## src/rtl/core/svau_pkg.sv

```systemverilog
// Package for the sound voice allocator: request, response and voice-entry
// types, opcodes, back-end states and shared constants. No dependencies.
package svau_pkg;

  localparam int unsigned VOICES_DEF = 8;
  localparam int unsigned QDEPTH     = 2;

  localparam logic [15:0] VIEWER_RST = 16'd1;
  localparam logic [31:0] LIFE_MAX   = 32'h7fff_ffff;
  localparam logic [3:0]  SUB_ANY    = 4'hF;
  localparam logic [3:0]  SUB_NONE   = 4'h0;
  localparam logic [3:0]  CNT_SAT    = 4'd15;

  typedef enum logic {
    OP_ALLOC = 1'b0,
    OP_STOP  = 1'b1
  } op_e;

  typedef enum logic [1:0] {
    ST_IDLE,
    ST_SCAN,
    ST_WRITE
  } state_e;

  typedef struct packed {
    logic               opcode;
    logic [15:0]        owner;
    logic signed [3:0]  sub_channel;
    logic [30:0]        now;
    logic [23:0]        length;
    logic               start_ok;
  } in_req_t;

  typedef struct packed {
    logic       found;
    logic [2:0] voice_index;
    logic       stole_active;
    logic [3:0] stopped_count;
  } out_rsp_t;

  // classified request as held in the queue
  typedef struct packed {
    logic        is_stop;
    logic        sub_zero;
    logic        sub_any;
    logic        guard;
    logic [15:0] owner;
    logic [3:0]  sub;
    logic [30:0] now;
    logic [23:0] length;
    logic        start_ok;
  } cmd_t;

  typedef struct packed {
    logic [15:0] owner;
    logic [3:0]  slot;
    logic [31:0] end_t;
    logic        active;
  } voice_t;

endpackage

```

## src/rtl/core/sound_voice_allocator_unit.sv

```systemverilog
// Top level of the sound voice allocator: viewer register, front end with
// request queue, and scanning back end. Depends on svau_pkg, svau_front,
// svau_back.
//
// Usage:
//   Requests enter on in_valid_i/in_stall_o/in_req_i; a request is taken at
//   a clock edge with in_valid_i high and in_stall_o low. The front end
//   holds up to two requests, so requests are taken while the back end is
//   busy or a response waits. One response per request leaves on
//   out_valid_o/out_stall_i/out_rsp_o, in request order.
//   cfg_we_i writes cfg_wdata_i into the viewer owner register (reset 1);
//   write it only while no request is in flight.
//   An allocate scans the table and then writes the chosen voice; a stop
//   writes each matching entry while it scans. A stop on a nonzero
//   sub-channel ends at its first match. One voice entry is read per cycle
//   and a request starts only after the previous response left, so a new
//   request is not started before the last one is through.
//   Reset clears the voice table through per-entry valid bits at once; no
//   clearing pass is needed. While out_stall_i holds a response, the back
//   end waits and the queue fills, then in_stall_o rises.
module sound_voice_allocator_unit #(
  parameter int unsigned VOICES = svau_pkg::VOICES_DEF
) (
  input  logic               clk_i,
  input  logic               rst_ni,
  input  logic               in_valid_i,
  output logic               in_stall_o,
  input  svau_pkg::in_req_t  in_req_i,
  output logic               out_valid_o,
  input  logic               out_stall_i,
  output svau_pkg::out_rsp_t out_rsp_o,
  input  logic               cfg_we_i,
  input  logic [15:0]        cfg_wdata_i
);

  logic [15:0]    viewer_q;
  logic           q_valid, q_pop;
  svau_pkg::cmd_t q_cmd;

  always_ff @(posedge clk_i or negedge rst_ni) begin
    if (!rst_ni) begin
      viewer_q <= svau_pkg::VIEWER_RST;
    end else if (cfg_we_i) begin
      viewer_q <= cfg_wdata_i;
    end
  end

  svau_front u_front (
    .clk_i     (clk_i),
    .rst_ni    (rst_ni),
    .in_valid_i(in_valid_i),
    .in_stall_o(in_stall_o),
    .in_req_i  (in_req_i),
    .viewer_i  (viewer_q),
    .q_valid_o (q_valid),
    .q_cmd_o   (q_cmd),
    .q_pop_i   (q_pop)
  );

  svau_back #(
    .VOICES(VOICES)
  ) u_back (
    .clk_i      (clk_i),
    .rst_ni     (rst_ni),
    .q_valid_i  (q_valid),
    .q_cmd_i    (q_cmd),
    .q_pop_o    (q_pop),
    .viewer_i   (viewer_q),
    .out_valid_o(out_valid_o),
    .out_stall_i(out_stall_i),
    .out_rsp_o  (out_rsp_o)
  );

endmodule

```

## src/rtl/core/svau_ram.sv

```systemverilog
// Generic single-write, single-read RAM with registered read data.
// No package dependencies.
module svau_ram #(
  parameter int unsigned WIDTH = 8,
  parameter int unsigned DEPTH = 8
) (
  input  logic                     clk_i,
  input  logic                     we_i,
  input  logic [$clog2(DEPTH)-1:0] waddr_i,
  input  logic [WIDTH-1:0]         wdata_i,
  input  logic [$clog2(DEPTH)-1:0] raddr_i,
  output logic [WIDTH-1:0]         rdata_o
);

  logic [WIDTH-1:0] mem_q [DEPTH];
  logic [WIDTH-1:0] rdata_q;

  always_ff @(posedge clk_i) begin
    if (we_i) begin
      mem_q[waddr_i] <= wdata_i;
    end
    rdata_q <= mem_q[raddr_i];
  end

  assign rdata_o = rdata_q;

endmodule

```

## src/rtl/core/svau_front.sv

```systemverilog
// Front end: accepts requests, classifies them and holds them in a short
// queue for the back end. Depends on svau_pkg.
module svau_front (
  input  logic             clk_i,
  input  logic             rst_ni,
  input  logic             in_valid_i,
  output logic             in_stall_o,
  input  svau_pkg::in_req_t in_req_i,
  input  logic [15:0]      viewer_i,
  output logic             q_valid_o,
  output svau_pkg::cmd_t   q_cmd_o,
  input  logic             q_pop_i
);

  localparam int unsigned PW = $clog2(svau_pkg::QDEPTH);
  localparam int unsigned CW = $clog2(svau_pkg::QDEPTH + 1);

  svau_pkg::cmd_t q_mem_q [svau_pkg::QDEPTH];
  logic [PW-1:0]  wr_q, wr_d, rd_q, rd_d;
  logic [CW-1:0]  cnt_q, cnt_d;
  svau_pkg::cmd_t cmd;
  logic           push;

  always_comb begin
    cmd          = '0;
    cmd.is_stop  = (in_req_i.opcode == svau_pkg::OP_STOP);
    cmd.sub_zero = (in_req_i.sub_channel == svau_pkg::SUB_NONE);
    cmd.sub_any  = (in_req_i.sub_channel == svau_pkg::SUB_ANY);
    cmd.guard    = (in_req_i.owner != viewer_i);
    cmd.owner    = in_req_i.owner;
    cmd.sub      = in_req_i.sub_channel;
    cmd.now      = in_req_i.now;
    cmd.length   = in_req_i.length;
    cmd.start_ok = in_req_i.start_ok;
  end

  assign in_stall_o = (cnt_q == CW'(svau_pkg::QDEPTH));
  assign push       = in_valid_i && !in_stall_o;
  assign q_valid_o  = (cnt_q != '0);
  assign q_cmd_o    = q_mem_q[rd_q];

  always_comb begin
    wr_d  = wr_q;
    rd_d  = rd_q;
    cnt_d = cnt_q;
    if (push) begin
      wr_d = (wr_q == PW'(svau_pkg::QDEPTH - 1)) ? '0 : wr_q + 1'b1;
    end
    if (q_pop_i) begin
      rd_d = (rd_q == PW'(svau_pkg::QDEPTH - 1)) ? '0 : rd_q + 1'b1;
    end
    if (push && !q_pop_i) begin
      cnt_d = cnt_q + 1'b1;
    end else if (!push && q_pop_i) begin
      cnt_d = cnt_q - 1'b1;
    end
  end

  always_ff @(posedge clk_i or negedge rst_ni) begin
    if (!rst_ni) begin
      wr_q  <= '0;
      rd_q  <= '0;
      cnt_q <= '0;
    end else begin
      wr_q  <= wr_d;
      rd_q  <= rd_d;
      cnt_q <= cnt_d;
    end
  end

  always_ff @(posedge clk_i) begin
    if (push) begin
      q_mem_q[wr_q] <= cmd;
    end
  end

endmodule

```

## src/rtl/core/svau_back.sv

```systemverilog
// Back end: scans the voice table one entry per cycle, writes back the
// chosen or stopped voices and registers the response. Depends on svau_pkg
// and svau_ram.
module svau_back #(
  parameter int unsigned VOICES = svau_pkg::VOICES_DEF
) (
  input  logic               clk_i,
  input  logic               rst_ni,
  input  logic               q_valid_i,
  input  svau_pkg::cmd_t     q_cmd_i,
  output logic               q_pop_o,
  input  logic [15:0]        viewer_i,
  output logic               out_valid_o,
  input  logic               out_stall_i,
  output svau_pkg::out_rsp_t out_rsp_o
);

  localparam int unsigned IW = $clog2(VOICES);
  localparam int unsigned VW = $bits(svau_pkg::voice_t);

  svau_pkg::state_e   state_q, state_d;
  svau_pkg::cmd_t     cmd_q, cmd_d;
  logic [IW-1:0]      rd_q, rd_d, ev_idx_q, ev_idx_d, pick_q, pick_d;
  logic               rd_more_q, rd_more_d, ev_vld_q, ev_vld_d;
  logic signed [31:0] best_q, best_d;
  logic               found_q, found_d, act_q, act_d;
  logic [3:0]         cnt_q, cnt_d;
  logic               out_vld_q, out_vld_d;
  svau_pkg::out_rsp_t rsp_q, rsp_d;
  logic [VOICES-1:0]  vb_q;
  logic               ent_vb_q;

  logic               ram_we;
  logic [IW-1:0]      ram_waddr, ram_raddr;
  svau_pkg::voice_t   ram_wdata, ent;
  logic [VW-1:0]      ram_rdata;

  logic               hit, skip, match, brk, last, scan_end;
  logic signed [31:0] life;

  svau_ram #(
    .WIDTH(VW),
    .DEPTH(VOICES)
  ) u_ram (
    .clk_i  (clk_i),
    .we_i   (ram_we),
    .waddr_i(ram_waddr),
    .wdata_i(ram_wdata),
    .raddr_i(ram_raddr),
    .rdata_o(ram_rdata)
  );

  // entries never written read as the reset value
  assign ent = ent_vb_q ? svau_pkg::voice_t'(ram_rdata) : '0;

  assign hit   = !cmd_q.sub_zero && (ent.owner == cmd_q.owner) &&
                 ((ent.slot == cmd_q.sub) || cmd_q.sub_any);
  assign skip  = (ent.owner == viewer_i) && cmd_q.guard && ent.active;
  assign life  = $signed(ent.end_t - {1'b0, cmd_q.now});
  assign match = (ent.owner == cmd_q.owner) &&
                 (cmd_q.sub_zero || (ent.slot == cmd_q.sub));
  assign brk   = ev_vld_q && ((!cmd_q.is_stop && hit) ||
                              (cmd_q.is_stop && match && !cmd_q.sub_zero));
  assign last  = ev_vld_q && (ev_idx_q == IW'(VOICES - 1));
  assign scan_end = (state_q == svau_pkg::ST_SCAN) && (brk || last);

  assign q_pop_o = (state_q == svau_pkg::ST_IDLE) && q_valid_i && !out_vld_q;

  always_comb begin
    state_d = state_q;
    case (state_q)
      svau_pkg::ST_IDLE: begin
        if (q_pop_o) begin
          state_d = svau_pkg::ST_SCAN;
        end
      end
      svau_pkg::ST_SCAN: begin
        if (scan_end) begin
          state_d = cmd_q.is_stop ? svau_pkg::ST_IDLE : svau_pkg::ST_WRITE;
        end
      end
      svau_pkg::ST_WRITE: state_d = svau_pkg::ST_IDLE;
      default:            state_d = svau_pkg::ST_IDLE;
    endcase
  end

  always_comb begin
    cmd_d     = cmd_q;
    rd_d      = rd_q;
    rd_more_d = rd_more_q;
    ev_vld_d  = 1'b0;
    ev_idx_d  = ev_idx_q;
    pick_d    = pick_q;
    best_d    = best_q;
    found_d   = found_q;
    act_d     = act_q;
    cnt_d     = cnt_q;
    out_vld_d = out_vld_q && out_stall_i;
    rsp_d     = rsp_q;
    ram_we    = 1'b0;
    ram_waddr = ev_idx_q;
    ram_wdata = '0;
    ram_raddr = rd_q;
    case (state_q)
      svau_pkg::ST_IDLE: begin
        if (q_pop_o) begin
          cmd_d     = q_cmd_i;
          rd_d      = '0;
          rd_more_d = 1'b1;
          best_d    = svau_pkg::LIFE_MAX;
          pick_d    = '0;
          found_d   = 1'b0;
          act_d     = 1'b0;
          cnt_d     = '0;
        end
      end
      svau_pkg::ST_SCAN: begin
        if (rd_more_q) begin
          ev_vld_d = 1'b1;
          ev_idx_d = rd_q;
          if (rd_q == IW'(VOICES - 1)) begin
            rd_more_d = 1'b0;
          end else begin
            rd_d = rd_q + 1'b1;
          end
        end
        if (ev_vld_q) begin
          if (!cmd_q.is_stop) begin
            if (hit) begin
              found_d = 1'b1;
              pick_d  = ev_idx_q;
              act_d   = ent.active;
            end else if (!skip && (life < best_q)) begin
              best_d  = life;
              found_d = 1'b1;
              pick_d  = ev_idx_q;
              act_d   = ent.active;
            end
          end else if (match) begin
            ram_we          = 1'b1;
            ram_wdata.owner = ent.owner;
            ram_wdata.slot  = ent.slot;
            cnt_d = (cnt_q == svau_pkg::CNT_SAT) ? cnt_q : cnt_q + 1'b1;
            if (cnt_q == '0) begin
              pick_d = ev_idx_q;
            end
          end
        end
        if (scan_end) begin
          ev_vld_d  = 1'b0;
          rd_more_d = 1'b0;
          if (cmd_q.is_stop) begin
            out_vld_d           = 1'b1;
            rsp_d.found         = (cnt_d != '0);
            rsp_d.voice_index   = (cnt_d != '0) ? 3'(pick_d) : '0;
            rsp_d.stole_active  = 1'b0;
            rsp_d.stopped_count = cnt_d;
          end
        end
      end
      svau_pkg::ST_WRITE: begin
        ram_waddr        = pick_q;
        ram_we           = found_q;
        ram_wdata.owner  = cmd_q.owner;
        ram_wdata.slot   = cmd_q.sub;
        ram_wdata.active = cmd_q.start_ok;
        ram_wdata.end_t  = cmd_q.start_ok ?
                           (32'(cmd_q.now) + 32'(cmd_q.length)) : '0;
        out_vld_d           = 1'b1;
        rsp_d.found         = found_q;
        rsp_d.voice_index   = found_q ? 3'(pick_q) : '0;
        rsp_d.stole_active  = found_q && act_q;
        rsp_d.stopped_count = '0;
      end
      default: ;
    endcase
  end

  always_ff @(posedge clk_i or negedge rst_ni) begin
    if (!rst_ni) begin
      state_q   <= svau_pkg::ST_IDLE;
      rd_more_q <= 1'b0;
      ev_vld_q  <= 1'b0;
      out_vld_q <= 1'b0;
      vb_q      <= '0;
    end else begin
      state_q   <= state_d;
      rd_more_q <= rd_more_d;
      ev_vld_q  <= ev_vld_d;
      out_vld_q <= out_vld_d;
      if (ram_we) begin
        vb_q[ram_waddr] <= 1'b1;
      end
    end
  end

  always_ff @(posedge clk_i) begin
    cmd_q    <= cmd_d;
    rd_q     <= rd_d;
    ev_idx_q <= ev_idx_d;
    pick_q   <= pick_d;
    best_q   <= best_d;
    found_q  <= found_d;
    act_q    <= act_d;
    cnt_q    <= cnt_d;
    rsp_q    <= rsp_d;
    ent_vb_q <= vb_q[ram_raddr];
  end

  assign out_valid_o = out_vld_q;
  assign out_rsp_o   = rsp_q;

endmodule

```

## config.mk

```make
export PLATFORM = sky130hd
export DESIGN_NAME = sound_voice_allocator_unit
export DESIGN_NICKNAME = d
export VERILOG_FILES = /design/src/rtl/core/svau_pkg.sv /design/src/rtl/core/sound_voice_allocator_unit.sv /design/src/rtl/core/svau_ram.sv /design/src/rtl/core/svau_front.sv /design/src/rtl/core/svau_back.sv
export SDC_FILE = /design/constraint.sdc
export NUM_CORES = 1
export LEC_CHECK = 0
export BUFFER_PORTS_ARGS = -buffer_cell sky130_fd_sc_hd__buf_2
export CORE_ASPECT_RATIO = 1.5
export CORE_MARGIN = 8
export CORE_UTILIZATION = 46
export CTS_BUF_LIST = sky130_fd_sc_hd__clkbuf_4 sky130_fd_sc_hd__clkbuf_8
export DETAILED_ROUTE_END_ITERATION = 7
export HOLD_SLACK_MARGIN = 0.05
export PLACE_DENSITY_LB_ADDON = 0.05
export SLEW_MARGIN = 25
export SYNTH_ARGS = -nofsm -noshare
export SYNTH_HDL_FRONTEND = slang
export SYNTH_SLANG_ARGS = --single-unit
```

## constraint.sdc

```tcl
create_clock -name clk_i -period 7 [get_ports clk_i]
set_clock_uncertainty 0.05 [all_clocks]
set_input_delay 1.4 -clock clk_i [delete_from_list [all_inputs] [get_ports clk_i]]
set_output_delay 1.4 -clock clk_i [all_outputs]
set_load 0.02 [all_outputs]
```

==> results of run 1 <==
==> how the worst max path moves through the flow <==
stage,cells after the start,from,slack [ns],to
after floorplan,26,u_back.ent_vb_q,0.27,u_back.best_q[0]
after global placement,20,u_back.cmd_q[25],1.12,u_back.best_q[13]
after detailed placement,20,u_back.cmd_q[25],1.08,u_back.best_q[12]
after CTS,20,u_back.cmd_q[25],1.05,u_back.best_q[25]
after global routing,20,u_back.cmd_q[25],0.67,u_back.best_q[24]
final,20,u_back.cmd_q[25],1.09,u_back.best_q[26]
==> per-layer routing <==
metal	vias up	track usage [%]	wire length, um
met5	-	0	0
met4	0	8.91	3410
met3	151	2.96	2720
met2	403	40.8	49600
met1	9667	21.2	30500
li1	8580	-	-
==> state kept, by name (all words and copies together) (netlist names), 4 cells and up <==
signal / cells
u_back.best_q: 32
u_back.cmd_q: 80
u_back.vb_q: 8
u_back.out_rsp_o: 9
u_back.u_ram.rdata_o: 53
u_front.q_mem_q: 160
viewer_q: 16
u_back.u_ram.mem_q: 424
u_back.cnt_q: 4
==> layout make-up <==
class | count | area, sq um | share of cell area, %
Clock buffer | 177 | 2130 | 5.48
Timing Repair Buffer | 142 | 861 | 2.22
Tap cell | 1000 | 1250 | 3.22
Multi-Input combinational cell | 1133 | 10300 | 26.5
Sequential cell | 807 | 23500 | 60.6
Clock inverter | 45 | 387 | 0.995
Antenna cell | 3 | 7.51 | 0.0193
Inverter | 102 | 384 | 0.989
==> cells in the mapped netlist, types with 45 or more instances <==
| library cell | instances |
|---|---|
| nand2_1 | 72 |
| mux2_2 | 154 |
| a21oi_1 | 59 |
| edfxtp_1 | 720 |
| o21ai_0 | 47 |
| nor2_1 | 82 |
| ha_1 | 94 |
| inv_1 | 102 |
| clkbuf_1 | 59 |
| xor2_1 | 45 |
| mux4_2 | 108 |
| dfxtp_1 | 54 |
==> logic make-up after synthesis <==
logic type | Yosys count | share of synthesized area (%)
compound gates | 288 | 5.60
xor+xnor | 87 | 2.21
fa+ha+maj | 96 | 3.53
buf+inv | 180 | 2.05
flops | 807 | 68.2
mux | 272 | 12.4
simple gates | 390 | 6.05
==> where the power goes <==
group / switching, mW / internal (mW) / total, mW
logic: 3.09 / 2.07 / 5.15
registers: 0.723 / 6.32 / 7.04
clock network: 1.82 / 2.15 / 3.96
total: 5.62 / 10.5 / 16.2
==> worst reg2reg max path: stages (launching register included) <==
cell,delay [ns]
edfxtp_1,0.42
ha_1,0.26
fa_1,0.44
nor2b_1,0.13
o21ai_1,0.11
a21boi_1,0.25
o21ai_1,0.15
a31oi_2,0.39
nor2_1,0.11
o21ai_1,0.35
a21oi_1,0.18
xnor2_1,0.16
ha_1,0.28
and4_1,0.20
a221oi_1,0.40
o211ai_1,0.23
a31oi_1,0.27
xnor2_1,0.29
nand4_1,0.24
a21oi_4,0.19
buf_4,0.44
==> stage by stage <==
stage / instances / hold slack, ns / utilization, % / worst slack, ns
5_1_grt: 3408 / 0.432 / 52.1 / 0.670
3_5_place_dp: 3183 / 0.401 / 48.7 / 1.08
6_report: 3409 / 0.413 / 52.1 / 1.09
4_1_cts: 3405 / 0.416 / 52.0 / 1.05
3_3_place_gp: 3181 / 0.393 / 48.6 / 1.12
2_1_floorplan: 2120 / 0.373 / - / 0.274
==> impl_metrics.csv, run 1 <==
group,metric,value,unit
layout,final_nets,2499,
timing,drv_slew,0,
timing,tns,0,ns
die,start_util,46.2,%
power_and_ir_drop,p_total,16.2,mW
layout,drive_above_1_share,26.8,%
timing,min_period,5.91,ns
critical_path,r2r_cells,20,
critical_path,crit_chain,"ha_1, fa_1, nor2b_1, o21ai_1, a21boi_1, o21ai_1, a31oi_2, nor2_1, o21ai_1, a21oi_1, xnor2_1, ha_1, and4_1, a221oi_1, o211ai_1, a31oi_1, xnor2_1, nand4_1, a21oi_4, buf_4",
run_status,status,"complete, no violations",
global_route,grt_antenna_before_repair,2,
global_route,grt-ovfl-total,0,
critical_path,cp-end-kind,"register",
placed_design,dp_hpwl,57.6,mm
timing,finalHoldViolCount,0,
die,dieArea,0.0842,sq mm
die,placementRows,123,
timing,fmaxAchievable,169,MHz
die,die_h,351,um
timing,relSlewSlack,31.0,%
critical_path,path_buf_inv,1,
clocking,postCtsSetupRepairBufs,0,
critical_path,cp_top_family,"compound AO/OA/AOI/OAI gates",
power_and_ir_drop,ir_worst_vdd,0.000237,V
die,ios,109,
layout,fill_cells,6283,
logic_synthesis,synth_area,0.0345,sq mm
clocking,ctsHtreeMaxLevel,3,
clocking,cts_inserted_buffers,119,
clocking,hold_buffers,0,
global_route,grt_pass1_wl,128,mm
clocking,cts.sinks,807,
clocking,cts_root_buf,"clkbuf_8",
route,wl_per_cell,25.3,um
critical_path,path_class,"register to register",
die,coreArea,0.0746,sq mm
critical_path,slowest_stage,"fa_1",
critical_path,worstPathArrival,6.26,ns
route,via_per_inst,5.52,
clocking,insertion_delay,0.77,ns
clocking,cts.path.max_buffers,3,
route,num_vias,18801,
layout,stdcell_area,0.0389,sq mm
global_route,grt_pass1_vias,20169,
worst_hold_path,hold_start,"u_back.vb_q[3]",
route,wirelength,86.2,mm
timing,final-setup-viol-count,0,
logic_synthesis,syn_inst,2120,
layout,layout_common_cells,"edfxtp_1, mux2_2, clkbuf_8",
run,max_cap_viol_count,0,
logic_synthesis,yosysTopAreaCell,"edfxtp_1",
logic_synthesis,synth-seq-cells,807,
logic_synthesis,synth-edff-count,720,
critical_path,required,7.35,ns
clocking,cts_resized,0,
route,drc,0,
logic_synthesis,synthArstFlopShare,4.09,%
timing,period_share,84.5,%
timing,rsz0062_at_grt,"no",
logic_synthesis,yosysWarnings,0,
die,die_width,240,um
logic_synthesis,yosysSeqAreaShare,68.2,%
critical_path,r2r_slack,1.09,ns
power_and_ir_drop,p_per_area,416,mW/mm^2
route,drt_pass1_iterations,5,
critical_path,crit_top_cell,"o21ai_1",
route,drtAntennaViolNets,0,
critical_path,slowest_delay,0.44,ns
layout,mostFrequentLayoutCell,"edfxtp_1",
logic_synthesis,synth.avg_cell_area,16.3,sq um
logic_synthesis,synth_cell_types,85,
placed_design,io_buffers,108,
route,drt_iter0_drc,1138,
logic_synthesis,synth_ff_type,"edfxtp_1",
critical_path,cp-start-kind,"register",
clocking,clk_pin_slew,0.06,ns
timing,tightest_slew,1.04,ns
critical_path,rr_startpoint,"u_back.cmd_q[25]",
worst_hold_path,hold_class,"register to register",
logic_synthesis,synth_top_area_share,62.7,%
worst_hold_path,worstHoldEndpoint,"u_back.vb_q[3]",
clocking,cts_tree,"built",
logic_synthesis,syn_nets,2314,
power_and_ir_drop,p_leak,14.7,nW
logic_synthesis,synth_area_leaders,"edfxtp_1, mux4_2, mux2_2, ha_1, dfxtp_1",
placed_design,gp_congestion,0.844,
worst_hold_path,hold_depth,1,
critical_path,cp_max_fo,32,
critical_path,r2r_end,"u_back.best_q[26]",
global_route,grt_max_degree,79,
layout,syn2layout_area_growth,12.6,%
placed_design,placed_cell_area,0.0363,sq mm
global_route,track_usage,20.7,%
(Power assumes the default switching activity.)
==> inputs of run 2 (changes only) <==
Clock period 7 ns to 5.4 ns, I/O delays scaled along.
==> impl_metrics.csv, run 2 (synthesized netlist as in run 1, its figures left out) <==
group,metric,value,unit
route,wirelength,85.3,mm
global_route,grt_antenna_before_repair,1,
die,die_width,240,um
route,wl_per_cell,24.7,um
global_route,grt-ovfl-total,0,
clocking,hold_buffers,0,
layout,regMostFlops,"u_back.u_ram.mem_q",
global_route,grt_pass1_wl,127,mm
critical_path,rr_startpoint,"u_back.ent_vb_q",
layout,syn2layout_area_growth,14.2,%
power_and_ir_drop,p_seq_share,42.7,%
timing,tightest_slew,0.894,ns
timing,fmaxAchievable,193,MHz
critical_path,cp_max_fo,14,
critical_path,cp-start-kind,"register",
critical_path,cp-end-kind,"register",
clocking,insertion_delay,0.73,ns
run_status,status,"complete, no violations",
placed_design,place_ws,0.0812,ns
clocking,cts_inserted_buffers,118,
layout,stdcell_area,0.0394,sq mm
layout,reg.largest.list,"u_back.u_ram.mem_q: 424 flops, u_front.q_mem_q: 160 flops, u_back.cmd_q: 80 flops",
placed_design,placed_cell_area,0.0367,sq mm
layout,layout_common_cells,"edfxtp_1, mux2_2, clkbuf_8",
global_route,track_usage,20.5,%
clocking,ctsHtreeMaxLevel,3,
layout,drive_above_1_share,28.2,%
placed_design,io_buffers,108,
critical_path,worstPathArrival,5.60,ns
clocking,cts_tree,"built",
placed_design,dp_hpwl,57.2,mm
critical_path,startpoint,"u_back.ent_vb_q",
power_and_ir_drop,switching_power,7.32,mW
route,drt_iter0_drc,1104,
route,via_per_inst,5.51,
die,start_util,46.2,%
timing,relSlewSlack,40.2,%
route,num_vias,18997,
critical_path,path_class,"register to register",
clocking,cts.path.max_buffers,3,
layout,mostFrequentLayoutCell,"edfxtp_1",
die,ios,109,
route,drt_pass1_iterations,5,
timing,period_share,95.8,%
power_and_ir_drop,ir_worst_vdd,0.000288,V
power_and_ir_drop,p_leak,15.0,nW
die,coreArea,0.0746,sq mm
clocking,cts.sinks,807,
timing,final-setup-viol-count,0,
die,placementRows,123,
layout,fill_cells,6230,
placed_design,gp_congestion,0.880,
power_and_ir_drop,p_total,21.3,mW
die,dieArea,0.0842,sq mm
timing,drv_slew,0,
route,drtAntennaViolNets,0,
timing,postLayoutSetupSlackWorst,0.225,ns
timing,finalHoldViolCount,0,
die,die_h,351,um
power_and_ir_drop,internal_power,14.0,mW
timing,min_period,5.17,ns
critical_path,required,5.83,ns
route,drc,0,
run,max_cap_viol_count,0,
global_route,grt_pass1_vias,20625,
layout,final_nets,2537,
worst_hold_path,hold_class,"input pin to async pin",
clocking,cts_root_buf,"clkbuf_8",
global_route,grt_max_degree,67,
power_and_ir_drop,power.share.clock,24.8,%
power_and_ir_drop,p_per_area,540,mW/mm^2
power_and_ir_drop,pwr-share-comb,32.5,%
layout,largest_register_ffs,424,
power_and_ir_drop,power.share.switching,34.4,%
clocking,clk_pin_slew,0.07,ns
## run 2: changes by cell type in the layout (fill, tap and decap cells not counted), sizes merged
| cell | delta |
|---|---|
| buf | +39 |
| clkinvlp | +1 |
| clkinv | +7 |
| diode | -1 |
| clkbuf | -8 |
| bufinv | +3 |
## run 2: metal layers
metal / vias up / wire length (um) / global-route usage (%)
li1: 8665 / - / -
met1: 9818 / 30500 / 20.8
met2: 360 / 48700 / 40.5
met3: 154 / 2580 / 3.03
met4: 0 / 3500 / 9.06
met5: - / 0 / 0
## run 2: worst paths after layout
kind,endpoint,slack [ns],cells past startpoint
worst min register to register,u_back.vb_q[5],0.41,1
worst max register to register,u_back.out_rsp_o[5],0.23,22
worst max-delay path,u_back.out_rsp_o[5],0.23,22
min in group clk_i,u_back.vb_q[5],0.41,1
max in group asynchronous,u_front.rd_q,4.28,1
worst min-delay path,viewer_q[6],0.40,1
## run 2: power by group through the flow
stage                     logic, mW  registers (mW)  clock network [mW]
after CTS                      7.00            9.13                5.44
after global placement         6.88            9.23                   0
after detailed placement       6.96            9.25                   0
final                          6.90            9.09                5.28
after global routing           7.59            9.19                5.67
after floorplan                4.82            8.70                   0
## run 2: per-stage QoR
| stage | util [%] | hold slack (ns) | setup TNS, ns | cells |
|---|---|---|---|---|
| finish | 52.8 | 0.400 | 0 | 3450 |
| detailed placement | 49.2 | 0.395 | 0 | 3222 |
| global placement | 49.2 | 0.385 | 0 | 3221 |
| global route | 52.8 | 0.416 | -0.0547 | 3450 |
| floorplan | - | 0.373 | 0 | 2120 |
| CTS | 52.7 | 0.348 | 0 | 3447 |
## run 2: critical path: stages, from the launching register on
cell and delay, ns:
dfxtp_2 0.34, buf_12 0.14, and2_1 0.13, ha_1 0.29
a21o_1 0.19, a21o_1 0.21, a21oi_4 0.22, nand2_1 0.08
o211ai_1 0.21, nor2b_2 0.20, o21ai_0 0.13, xnor2_1 0.27
ha_1 0.30, a21oi_1 0.14, o21ai_0 0.13, a221oi_2 0.34
o211ai_1 0.22, a31oi_2 0.28, xnor2_2 0.17, buf_4 0.18
a32o_2 0.31, nor2b_4 0.15, a22o_1 0.23
## run 2: final cells by class
| cell class | count | area, sq um | area share, % |
|---|---|---|---|
| sequential | 807 | 23500 | 59.7 |
| clock inverter | 56 | 480 | 1.22 |
| clock buffer | 169 | 2110 | 5.36 |
| multi-input combinational | 1133 | 10400 | 26.3 |
| tap | 1000 | 1250 | 3.17 |
| antenna | 2 | 5.00 | 0.0127 |
| timing repair buffer | 181 | 1260 | 3.19 |
| inverter | 102 | 384 | 0.975 |
## run 2: what timing repair did
action                     in CTS  in global routing
buffers inserted                0                  1
setup endpoints to repair       0                 38
resized for setup               0                 16
==> inputs of run 3 (changes only) <==
==> constraint.sdc (replaced) <==
create_clock -name clk_i -period 5.4 [get_ports clk_i]
set_clock_uncertainty 0.05 [all_clocks]
set_input_delay 0.54 -clock clk_i [delete_from_list [all_inputs] [get_ports clk_i]]
set_output_delay 0.54 -clock clk_i [all_outputs]
set_load 0.02 [all_outputs]
==> impl_metrics.csv, run 3 (synthesized netlist as in run 1, its figures left out) <==
group,metric,value,unit
run_status,status,"complete, no violations",
layout,drive_above_1_share,28.9,%
placed_design,io_buffers,108,
critical_path,crit_chain,"clkbuf_16, and2_1, ha_1, and4_2, o21ai_0, a21oi_2, o211ai_1, a21o_1, o21bai_1, xor2_1, ha_1, and4_1, a221oi_2, o211ai_1, a31oi_2, xnor2_2, buf_4, buf_4, a32o_2, nor2b_4, a22o_1",
critical_path,cp_max_fo,10,
clocking,cts_inserted_buffers,121,
global_route,grt-ovfl-total,0,
layout,reg.largest.list,"u_back.u_ram.mem_q: 424 flops, u_front.q_mem_q: 160 flops, u_back.cmd_q: 80 flops",
critical_path,r2r_end,"u_back.out_rsp_o[5]",
route,num_vias,19356,
critical_path,required,5.84,ns
worst_hold_path,worstHoldEndpoint,"u_front.wr_q",
layout,finish.cell_count_without_fillers,3544,
die,ios,109,
clocking,cts_tree,"built",
clocking,insertion_delay,0.75,ns
timing,tns,0,ns
layout,layout_common_cells,"edfxtp_1, mux2_2, clkbuf_8",
clocking,clk_pin_slew,0.07,ns
global_route,grt_pass1_vias,21194,
die,start_util,46.2,%
route,via_per_inst,5.46,
critical_path,crit_cells,21,
clocking,cts.path.max_buffers,3,
layout,mostFrequentLayoutCell,"edfxtp_1",
power_and_ir_drop,ir_worst_vdd,0.000295,V
timing,relSlewSlack,40.0,%
critical_path,cp-end-kind,"register",
global_route,grt_max_degree,77,
critical_path,r2r_slack,0.19,ns
timing,tightest_slew,0.893,ns
global_route,grt_pass1_wl,129,mm
timing,finalHoldViolCount,0,
layout,syn2layout_area_growth,17.8,%
die,dieArea,0.0842,sq mm
critical_path,slowest_stage,"ha_1",
clocking,ctsHtreeMaxLevel,3,
route,wl_per_cell,24.5,um
route,drtAntennaViolNets,0,
worst_hold_path,hold_depth,3,
power_and_ir_drop,p_per_area,532,mW/mm^2
die,die_h,351,um
global_route,track_usage,20.8,%
worst_hold_path,hold_class,"input pin to register",
critical_path,path_class,"register to register",
critical_path,r2r_cells,21,
layout,regMostFlops,"u_back.u_ram.mem_q",
power_and_ir_drop,p_leak,15.5,nW
placed_design,gp_congestion,0.885,
die,placementRows,123,
layout,final_nets,2630,
route,drt_iter0_drc,1000,
critical_path,rr_startpoint,"u_back.ent_vb_q",
timing,final-setup-viol-count,0,
timing,min_period,5.21,ns
clocking,cts.sinks,807,
route,drc,0,
critical_path,cp_top_family,"compound AO/OA/AOI/OAI gates",
timing,drv_slew,0,
die,coreArea,0.0746,sq mm
timing,period_share,96.5,%
run,max_cap_viol_count,0,
die,die_width,240,um
route,drt_pass1_iterations,5,
critical_path,slowest_delay,0.38,ns
critical_path,path_buf_inv,3,
timing,fmaxAchievable,192,MHz
placed_design,dpl.cell_count,3210,
global_route,grt_antenna_before_repair,1,
critical_path,cp-start-kind,"register",
critical_path,worstPathArrival,5.65,ns
layout,largest_register_ffs,424,
route,wirelength,87.0,mm
placed_design,dp_hpwl,56.9,mm
clocking,cts_root_buf,"clkbuf_8",
worst_hold_path,hold_start,"in_valid_i",
[run 3: cell types whose count changed in the layout (fill, tap and decap cells not counted), sizes merged]
| cell | change |
|---|---|
| clkbuf | +16 |
| inv | -3 |
| buf | -6 |
| clkinv | -11 |
| clkinvlp | +5 |
| bufinv | -1 |
| dlygate4sd3 | +95 |
| diode | -1 |
[run 3: worst max-delay path by stage]
stage                           from             endpoint
finish               u_back.ent_vb_q  u_back.out_rsp_o[5]
floorplan            u_back.ent_vb_q     u_back.best_q[0]
CTS                  u_back.ent_vb_q  u_back.out_rsp_o[5]
global route         u_back.ent_vb_q     u_back.best_q[3]
global placement    u_back.cmd_q[27]  u_back.out_rsp_o[7]
detailed placement  u_back.cmd_q[27]     u_back.best_q[1]
[run 3: repair_timing]
action | in CTS | in global routing
endpoints found under the setup margin | 38 | 40
hold buffers | 95 | 0
pin swaps | 0 | 20
hold endpoints to repair | 205 | 0
resized for setup | 5 | 47
gates cloned | 0 | 1
setup buffers | 0 | 7
[run 3: metal layers]
metal,share of wire [%],track usage (%)
met1,35,21.3
met2,58,41.5
met3,3.4,2.96
met4,3.7,8.58
met5,0,0
[run 3: power by group]
group / internal (mW) / leakage (nW) / switching [mW]
Combinational: 2.92 / 5.77 / 4.16
Sequential: 8.18 / 8.27 / 0.862
Clock: 3.09 / 1.44 / 2.40
Total: 14.2 / 15.5 / 7.42
[run 3: final cells by class]
cell class	instances	area, sq um
fill	6083	34000
sequential	807	23500
multi-input combinational	1133	10500
clock buffer	184	2320
timing repair buffer	271	2200
tap	1000	1250
clock inverter	46	428
inverter	102	384
antenna	1	2.50
[run 3: stage by stage]
| step | util (%) | hold WS, ns | instance area [sq um] | setup slack (ns) | total power [mW] |
|---|---|---|---|---|---|
| 2_1_floorplan | - | 0.194 | 34500 | 0.0137 | 13.5 |
| 3_3_place_gp | 49.0 | 0.391 | 36600 | -0.0316 | 16.1 |
| 3_5_place_dp | 49.1 | 0.398 | 36600 | -0.0308 | 16.2 |
| 4_1_cts | 54.1 | 0.0542 | 40300 | 0.0306 | 21.8 |
| 5_1_grt | 54.5 | 0.0947 | 40600 | -0.0324 | 22.8 |
| 6_report | 54.5 | 0.135 | 40600 | 0.191 | 21.6 |
[run 3: worst reg2reg max path, stage by stage, from the launching register on]
cell       delay, ns
dfxtp_4         0.37
clkbuf_16       0.18
and2_1          0.14
ha_1            0.38
and4_2          0.30
o21ai_0         0.11
a21oi_2         0.17
o211ai_1        0.13
a21o_1          0.22
o21bai_1        0.17
xor2_1          0.31
ha_1            0.31
and4_1          0.20
a221oi_2        0.30
o211ai_1        0.20
a31oi_2         0.28
xnor2_2         0.15
buf_4           0.18
buf_4           0.13
a32o_2          0.31
nor2b_4         0.15
a22o_1          0.23
